`config.mk`:
```
export PLATFORM = sky130hd
export DESIGN_NAME = turntable_photo_autostop_top_flat
export DESIGN_NICKNAME = d
export VERILOG_FILES = /design/src/rtl/core/tpa_pkg.sv /design/src/rtl/core/tpa_in_if.sv /design/src/rtl/core/tpa_out_if.sv /design/src/rtl/core/tpa_cfg_if.sv /design/src/rtl/core/turntable_photo_autostop_top.sv /design/src/flat_wrapper.sv
export SDC_FILE = /design/constraint.sdc
export NUM_CORES = 1
export LEC_CHECK = 0
export BUFFER_PORTS_ARGS = -buffer_cell sky130_fd_sc_hd__buf_2
export CAP_MARGIN = 15
export CORE_MARGIN = 3
export CORE_UTILIZATION = 48
export CTS_BUF_LIST = sky130_fd_sc_hd__clkbuf_16
export CTS_CLUSTER_DIAMETER = 80
export DETAILED_ROUTE_END_ITERATION = 7
export HOLD_SLACK_MARGIN = 0.1
export PLACE_DENSITY = 0.8
export REMOVE_ABC_BUFFERS = 1
export SLEW_MARGIN = 20
export SYNTH_ARGS = -nofsm -noshare
export SYNTH_HDL_FRONTEND = slang
export SYNTH_SLANG_ARGS = --single-unit
```
`constraint.sdc`:
```
create_clock -name clk -period 3.9 [get_ports clk]
set_input_delay 0.195 -clock clk [delete_from_list [all_inputs] [get_ports clk]]
set_output_delay 0.195 -clock clk [all_outputs]
set_load 0.02 [all_outputs]
```
`src/rtl/core/tpa_pkg.sv`:
```
// ----------------------------------------------------------------------------
// tpa_pkg
// Shared types and constants for the turntable photo autostop block.
// ----------------------------------------------------------------------------
package tpa_pkg;

	// sample and field widths
	localparam int SAMPLE_BITS = 10;
	localparam int TIME_BITS   = 32;
	localparam int GAP_BITS    = 16;
	localparam int CAUSE_BITS  = 2;

	// configuration port
	localparam int CFG_IDX_BITS  = 2;
	localparam int CFG_DATA_BITS = 16;

	// largest sample, also the reset of the previous average
	localparam logic [SAMPLE_BITS-1:0] SAMPLE_MAX = {SAMPLE_BITS{1'b1}};

	// register reset values
	localparam logic [SAMPLE_BITS-1:0] LEVEL_LIMIT_RST    = SAMPLE_BITS'(1023);
	localparam logic [SAMPLE_BITS-1:0] RISE_THRESHOLD_RST = SAMPLE_BITS'(32);
	localparam logic [GAP_BITS-1:0]    SESSION_GAP_RST    = GAP_BITS'(200);

	// register indexes
	typedef enum logic [CFG_IDX_BITS-1:0] {
		REG_LEVEL_LIMIT    = 2'd0,
		REG_RISE_THRESHOLD = 2'd1,
		REG_SESSION_GAP    = 2'd2
	} tpa_reg_idx_t;

	// stop cause codes
	typedef enum logic [CAUSE_BITS-1:0] {
		CAUSE_NONE  = 2'd0,
		CAUSE_LEVEL = 2'd1,
		CAUSE_RISE  = 2'd2
	} tpa_cause_t;

	// one input word
	typedef struct packed {
		logic [SAMPLE_BITS-1:0] photo_sample;
		logic [TIME_BITS-1:0]   now_ms;
		logic                   motor_on;
	} tpa_sample_t;

	// one result word
	typedef struct packed {
		logic                   stop_motor;
		logic [CAUSE_BITS-1:0]  stop_cause;
		logic                   session_done;
		logic [SAMPLE_BITS-1:0] session_average;
	} tpa_result_t;

endpackage

```
`src/rtl/core/tpa_in_if.sv`:
```
// ----------------------------------------------------------------------------
// tpa_in_if
// Sample channel: valid/ready handshake with one photo sample word.
// ----------------------------------------------------------------------------
interface tpa_in_if;
	import tpa_pkg::*;

	logic                   valid;
	logic                   ready;
	logic [SAMPLE_BITS-1:0] photo_sample;
	logic [TIME_BITS-1:0]   now_ms;
	logic                   motor_on;

	modport source (output valid, output photo_sample, output now_ms, output motor_on,
		input ready);
	modport sink (input valid, input photo_sample, input now_ms, input motor_on,
		output ready);
endinterface

```
`src/rtl/core/tpa_out_if.sv`:
```
// ----------------------------------------------------------------------------
// tpa_out_if
// Result channel: valid/ready handshake with one autostop result word.
// ----------------------------------------------------------------------------
interface tpa_out_if;
	import tpa_pkg::*;

	logic                   valid;
	logic                   ready;
	logic                   stop_motor;
	logic [CAUSE_BITS-1:0]  stop_cause;
	logic                   session_done;
	logic [SAMPLE_BITS-1:0] session_average;

	modport source (output valid, output stop_motor, output stop_cause,
		output session_done, output session_average, input ready);
	modport sink (input valid, input stop_motor, input stop_cause,
		input session_done, input session_average, output ready);
endinterface

```
`src/rtl/core/tpa_cfg_if.sv`:
```
// ----------------------------------------------------------------------------
// tpa_cfg_if
// Configuration write channel: valid/ready handshake with index and data.
// ----------------------------------------------------------------------------
interface tpa_cfg_if;
	import tpa_pkg::*;

	logic                     valid;
	logic                     ready;
	logic [CFG_IDX_BITS-1:0]  index;
	logic [CFG_DATA_BITS-1:0] data;

	modport source (output valid, output index, output data, input ready);
	modport sink (input valid, input index, input data, output ready);
endinterface

```
`src/rtl/core/turntable_photo_autostop_top.sv`:
```
// ----------------------------------------------------------------------------
// turntable_photo_autostop_top
// Photo sensor autostop: level stop and rising session average stop.
// ----------------------------------------------------------------------------
// One result word comes out for every sample word taken in, one word per
// clock sustained while the result port is ready. A word sits in the input
// register, where the level check, the session accumulate and the average
// compare run against the session state, and is then held in the result
// register until taken; result valid rises when the word moves from the input
// register into the result register. The session state is updated in the
// same cycle the result is registered, so the next sample sees it right
// away. Configuration writes are always accepted and should be made only
// while no samples are in flight.
module turntable_photo_autostop_top #(
	parameter int SAMPLES_LOG2 = 4
) (
	input  logic       clk,
	input  logic       arst_n,
	tpa_in_if.sink     samples,
	tpa_out_if.source  results,
	tpa_cfg_if.sink    cfg
);
	import tpa_pkg::*;

	localparam int SUM_BITS = SAMPLE_BITS + SAMPLES_LOG2;
	localparam int CNT_BITS = SAMPLES_LOG2 + 1;
	localparam logic [CNT_BITS-1:0] SESSION_LEN = CNT_BITS'(1) << SAMPLES_LOG2;

	// configuration registers
	logic [SAMPLE_BITS-1:0] level_limit_q;
	logic [SAMPLE_BITS-1:0] rise_threshold_q;
	logic [GAP_BITS-1:0]    session_gap_q;

	// session state
	logic [SUM_BITS-1:0]    sample_sum_q;
	logic [CNT_BITS-1:0]    sample_count_q;
	logic [SAMPLE_BITS-1:0] previous_average_q;
	logic [TIME_BITS-1:0]   session_start_q;

	// pipeline registers
	logic        valid_s1;
	tpa_sample_t word_s1;
	logic        valid_s2;
	tpa_result_t result_s2;

	// handshake
	logic advance;
	logic take;

	// compute signals
	logic [TIME_BITS-1:0]   elapsed;
	logic                   level_hit;
	logic                   gap_open;
	logic [SUM_BITS-1:0]    sum_next;
	logic [CNT_BITS-1:0]    count_next;
	logic                   session_end;
	logic [SAMPLE_BITS-1:0] average;
	logic                   rise_hit;
	tpa_result_t            result_d;

	// configuration port
	assign cfg.ready = 1'b1;

	always_ff @(posedge clk or negedge arst_n) begin
		if (!arst_n) begin
			level_limit_q    <= LEVEL_LIMIT_RST;
			rise_threshold_q <= RISE_THRESHOLD_RST;
			session_gap_q    <= SESSION_GAP_RST;
		end else if (cfg.valid) begin
			case (cfg.index)
				REG_LEVEL_LIMIT:    level_limit_q    <= cfg.data[SAMPLE_BITS-1:0];
				REG_RISE_THRESHOLD: rise_threshold_q <= cfg.data[SAMPLE_BITS-1:0];
				REG_SESSION_GAP:    session_gap_q    <= cfg.data[GAP_BITS-1:0];
				default: ;
			endcase
		end
	end

	// flow control: result register frees when empty or taken
	assign advance       = valid_s1 && (!valid_s2 || results.ready);
	assign take          = samples.valid && samples.ready;
	assign samples.ready = !valid_s1 || advance;

	// input register
	always_ff @(posedge clk or negedge arst_n) begin
		if (!arst_n) begin
			valid_s1 <= 1'b0;
		end else if (samples.ready) begin
			valid_s1 <= samples.valid;
		end
	end

	always_ff @(posedge clk) begin
		if (take) begin
			word_s1.photo_sample <= samples.photo_sample;
			word_s1.now_ms       <= samples.now_ms;
			word_s1.motor_on     <= samples.motor_on;
		end
	end

	// level check, gap check, accumulate and average compare
	always_comb begin
		elapsed     = word_s1.now_ms - session_start_q;
		level_hit   = word_s1.photo_sample > level_limit_q;
		gap_open    = elapsed > TIME_BITS'(session_gap_q);
		sum_next    = sample_sum_q + SUM_BITS'(word_s1.photo_sample);
		count_next  = sample_count_q + CNT_BITS'(1);
		session_end = count_next >= SESSION_LEN;
		average     = SAMPLE_BITS'(sum_next >> SAMPLES_LOG2);
		rise_hit    = ({1'b0, previous_average_q} + {1'b0, rise_threshold_q})
			< {1'b0, average};

		result_d.stop_motor      = 1'b0;
		result_d.stop_cause      = CAUSE_NONE;
		result_d.session_done    = 1'b0;
		result_d.session_average = '0;
		if (word_s1.motor_on) begin
			if (level_hit) begin
				result_d.stop_motor = 1'b1;
				result_d.stop_cause = CAUSE_LEVEL;
			end else if (gap_open && session_end) begin
				result_d.session_done    = 1'b1;
				result_d.session_average = average;
				if (rise_hit) begin
					result_d.stop_motor = 1'b1;
					result_d.stop_cause = CAUSE_RISE;
				end
			end
		end
	end

	// session state update
	always_ff @(posedge clk or negedge arst_n) begin
		if (!arst_n) begin
			sample_sum_q       <= '0;
			sample_count_q     <= '0;
			previous_average_q <= SAMPLE_MAX;
			session_start_q    <= '0;
		end else if (advance && word_s1.motor_on && !level_hit && gap_open) begin
			if (session_end) begin
				sample_sum_q       <= '0;
				sample_count_q     <= '0;
				previous_average_q <= average;
				session_start_q    <= word_s1.now_ms;
			end else begin
				sample_sum_q   <= sum_next;
				sample_count_q <= count_next;
			end
		end
	end

	// result register
	always_ff @(posedge clk or negedge arst_n) begin
		if (!arst_n) begin
			valid_s2 <= 1'b0;
		end else if (!valid_s2 || results.ready) begin
			valid_s2 <= valid_s1;
		end
	end

	always_ff @(posedge clk) begin
		if (advance) begin
			result_s2 <= result_d;
		end
	end

	assign results.valid           = valid_s2;
	assign results.stop_motor      = result_s2.stop_motor;
	assign results.stop_cause      = result_s2.stop_cause;
	assign results.session_done    = result_s2.session_done;
	assign results.session_average = result_s2.session_average;

endmodule
```
`src/flat_wrapper.sv`:
```
// flat-port wrapper written by rule: the top's interface ports become plain ports
module turntable_photo_autostop_top_flat import tpa_pkg::*;
#(
	parameter int SAMPLES_LOG2 = 4
)
  (clk, arst_n, samples_valid, samples_photo_sample, samples_now_ms, samples_motor_on, samples_ready, results_valid, results_stop_motor, results_stop_cause, results_session_done, results_session_average, results_ready, cfg_valid, cfg_index, cfg_data, cfg_ready);
  tpa_in_if samples_i ();
  tpa_out_if results_i ();
  tpa_cfg_if cfg_i ();
  input  logic clk;
  input  logic arst_n;
  input wire logic [$bits(samples_i.valid)-1:0] samples_valid;
  input wire logic [$bits(samples_i.photo_sample)-1:0] samples_photo_sample;
  input wire logic [$bits(samples_i.now_ms)-1:0] samples_now_ms;
  input wire logic [$bits(samples_i.motor_on)-1:0] samples_motor_on;
  output wire logic [$bits(samples_i.ready)-1:0] samples_ready;
  output wire logic [$bits(results_i.valid)-1:0] results_valid;
  output wire logic [$bits(results_i.stop_motor)-1:0] results_stop_motor;
  output wire logic [$bits(results_i.stop_cause)-1:0] results_stop_cause;
  output wire logic [$bits(results_i.session_done)-1:0] results_session_done;
  output wire logic [$bits(results_i.session_average)-1:0] results_session_average;
  input wire logic [$bits(results_i.ready)-1:0] results_ready;
  input wire logic [$bits(cfg_i.valid)-1:0] cfg_valid;
  input wire logic [$bits(cfg_i.index)-1:0] cfg_index;
  input wire logic [$bits(cfg_i.data)-1:0] cfg_data;
  output wire logic [$bits(cfg_i.ready)-1:0] cfg_ready;
  assign samples_i.valid = samples_valid;
  assign samples_i.photo_sample = samples_photo_sample;
  assign samples_i.now_ms = samples_now_ms;
  assign samples_i.motor_on = samples_motor_on;
  assign samples_ready = samples_i.ready;
  assign results_valid = results_i.valid;
  assign results_stop_motor = results_i.stop_motor;
  assign results_stop_cause = results_i.stop_cause;
  assign results_session_done = results_i.session_done;
  assign results_session_average = results_i.session_average;
  assign results_i.ready = results_ready;
  assign cfg_i.valid = cfg_valid;
  assign cfg_i.index = cfg_index;
  assign cfg_i.data = cfg_data;
  assign cfg_ready = cfg_i.ready;
  turntable_photo_autostop_top #(.SAMPLES_LOG2(SAMPLES_LOG2)) u_core (.clk(clk), .arst_n(arst_n), .samples(samples_i), .results(results_i), .cfg(cfg_i));
endmodule
```
==> impl_metrics.ini <==
[critical_path]
cp_data_arrival_time_ns = 4.76
worst_ep_required_time_ns = 4.06
path_cells = ha_1, o211ai_1, a21oi_2, o21ai_2, nand2_1, xor2_1, ha_1, a21oi_1, o21ai_0, o21bai_1, nand3_2, a2111oi_4, nand3_1, or4_4, buf_12, o21ai_1, buf_4, nor2_1
critical_path_class = flop to flop
timing.rr.end = u_core.results.session_average[0]
cpMostUsedCell = ha_1
ff2ff_setup_slack_ns = -0.70
slowest_stage = or4_4
r2r-start = u_core.word_s1[3]
cp_max_fo = 11
cp-end-kind = flop
max_stage_delay_ns = 0.57
rr_worst_depth = 18
worstSetupStartpointType = flop

[hold_path]
hp-class = input pin to flop
min_to = u_core.level_limit_q[8]
min_from = cfg_index[1]
holdPathStages = 5

[global_route]
use_met3_pct = 4.57
grt_usage_pct = 23.9
grt_max_degree = 78
gr-total-overflow = 0
use_met1_pct = 32.2
grt-busiest-layer = met2
antenna_found_initial = 0
grt_pass1_wl_um = 45900
use_met2_pct = 39.4
grt_pass1_vias = 9130

[sta]
setup_violations = 74
finalCritPeriodShare_pct = 118
maxClockFrequency_mhz = 217
tightest_slew_ns = 0.902
setup-tns-final_ns = -36.10
finClkSkew_ns = 0.0116
slew_headroom_pct = 39.7
rsz0062_at_grt = yes
hold_viol = 0
drv_slew = 0
period_needed_ns = 4.60
timing.final.ws_setup_ns = -0.704

[pwr]
intPower_mw = 4.10
peakVddDrop_mv = 0.286
p_leak_nw = 5.94
p_sw_mw = 2.41
p_seq_share_pct = 33.1
powerDensity_mw_per_mm2 = 476
clkPwrFrac_pct = 25.0
switching_share_pct = 37.0
p_comb_share_pct = 41.9

[routing]
avgRoutedWirePerCell_um = 19.3
drt_first_pass_iters = 8
wl_um = 30600
drc_errors = 0
vias_per_cell = 5.98
ant_nets = 0
vias = 9489
drtIter0Drc = 823

[synth]
seq_area_frac_synth_pct = 41.1
synth_edf_count = 57
async_flop_share_pct = 63.5
syn_area_mm2 = 0.0103
synth_common_cells = 91 x nand3_1, 87 x ha_1, 79 x o21ai_0, 75 x dfrtp_1, 69 x inv_1
syn_inst = 1059
synthFlopType = dfrtp_1
ys_seq_elements = 156
synth_area_leaders = dfrtp_1 18%, edfxtp_1 17%, ha_1 11%
avgSynthCellArea_um2 = 9.69
yosysMostFrequentCell = nand3_1
yosysWarnings = 0
yosysTopAreaCell = dfrtp_1
synth.distinct_cells = 68
synth_top_area_share_pct = 18.3

[finish]
nets = 1459
n_antenna_cell = 0
areaGrowthSynthToFinish_pct = 33.2
final.fill_count = 1497
drive_above_1_share_pct = 28.8
final_util_pct = 66.3

[cts]
cts.sink_count = 156
clock_latency_ns = 0.43
clk_path_buf_depth = 2
cts_buffers = 17
htree_num_levels = 4
clk_pin_slew_ns = 0.07
cts_tree = built
root_buffer = clkbuf_16

[die]
dieHeight_um = 152
die_x_um = 152
start_util_pct = 49.8
num_rows = 52
die_area_mm2 = 0.0232
core_mm2 = 0.0206
ios = 83

[outcome]
status = finished with violations
violations = setup timing

[job]
max-cap-violations = 0

[placed_design]
post-dp-hpwl_um = 19900
gp_congestion = 0.918
io_buffers = 81
-- critical path, delay by kind of cell, from the launching register on --
family          cells  cell delay, ns
simple gates        5            1.11
fa+ha+maj           2            0.65
flops               1            0.40
buf+inv             2            0.37
compound gates      8            1.47
xor+xnor            1            0.32
-- worst max path at each step --
stage	depth (start not counted)	start	to
2_1_floorplan	10	u_core.word_s1[26]	u_core.previous_average_q[7]
3_3_place_gp	17	u_core.word_s1[1]	u_core.sample_sum_q[3]
3_5_place_dp	17	u_core.word_s1[1]	u_core.sample_sum_q[4]
4_1_cts	19	u_core.word_s1[1]	u_core.sample_sum_q[4]
5_1_grt	17	u_core.word_s1[3]	u_core.results.session_average[0]
6_report	18	u_core.word_s1[3]	u_core.results.session_average[0]
-- through the flow --
stage	area, um2	worst slack [ns]	power (mW)	hold slack, ns	instances
floorplan	10000	-2.09	3.59	-0.101	1005
global placement	11800	-0.428	4.41	0.371	1473
detailed placement	11800	-0.612	4.50	0.373	1473
CTS	13200	-0.415	6.22	0.255	1578
global route	13700	-0.835	6.85	0.282	1586
finish	13700	-0.704	6.51	0.274	1586
-- power by group through the flow --
stage               Clock, mW  Sequential (mW)  Combinational, mW
floorplan                   0             2.12               1.48
global placement            0             2.14               2.27
detailed placement          0             2.15               2.35
CTS                      1.64             2.13               2.45
global route             1.73             2.17               2.95
finish                   1.63             2.15               2.73
-- final cells by class --
cell class              instances  area [um2]  share of cell area [%]
clock inverters                15         139                    1.02
repair buffers                279        2310                    16.9
clock buffers                  17         425                    3.11
well taps                     270         338                    2.47
multi-input cells             780        5980                    43.7
flip-flops and latches        156        4220                    30.9
inverters                      69         259                    1.89
-- state kept, by name, indices dropped and copies added (netlist names), 5 cells and up --
register,flops
u_core.rise_threshold_q,10
u_core.sample_sum_q,14
u_core.session_start_q,32
u_core.session_gap_q,16
u_core.word_s1,43
u_core.sample_count_q,5
u_core.previous_average_q,10
u_core.level_limit_q,10
u_core.results.session_average,10
-- cell usage in the layout, fill, tap and decap left out, types with 22 or more instances in the layout --
master	count
dlygate4sd3_1	63
a21o_1	22
ha_1	83
xnor2_1	22
nor2_1	54
a21oi_1	51
dfrtp_1	75
clkbuf_16	22
nand3_1	74
nand2_1	58
inv_1	70
edfxtp_1	57
o21ai_0	75
dfstp_2	24
o211ai_1	39
o21a_1	44
buf_2	80
buf_4	111
mux2_2	29
-- what timing repair did --
item,4_1_cts,5_1_grt
pin swaps,14,37
cloned,1,6
hold endpoints to repair,124,0
hold buffers,63,0
gates resized for setup,30,65
endpoints found under the setup margin,74,74
setup buffers,11,7
-- cell families after synthesis --
| logic type | count (synthesis) | synth area share (%) |
|---|---|---|
| flops | 156 | 41.1 |
| simple gates | 287 | 14.0 |
| xor+xnor | 44 | 3.83 |
| compound gates | 318 | 20.7 |
| other cells | 1 | 0.0365 |
| fa+ha+maj | 90 | 11.2 |
| mux | 40 | 4.36 |
| buf+inv | 123 | 4.85 |
-- per-layer routing --
layer	part of all wire [%]	routed length (um)
met3	6.3	1930
met2	48	14800
met5	0	0
met4	2.7	833
met1	43	13000
Note: power is estimated with default switching activity, not from simulation.
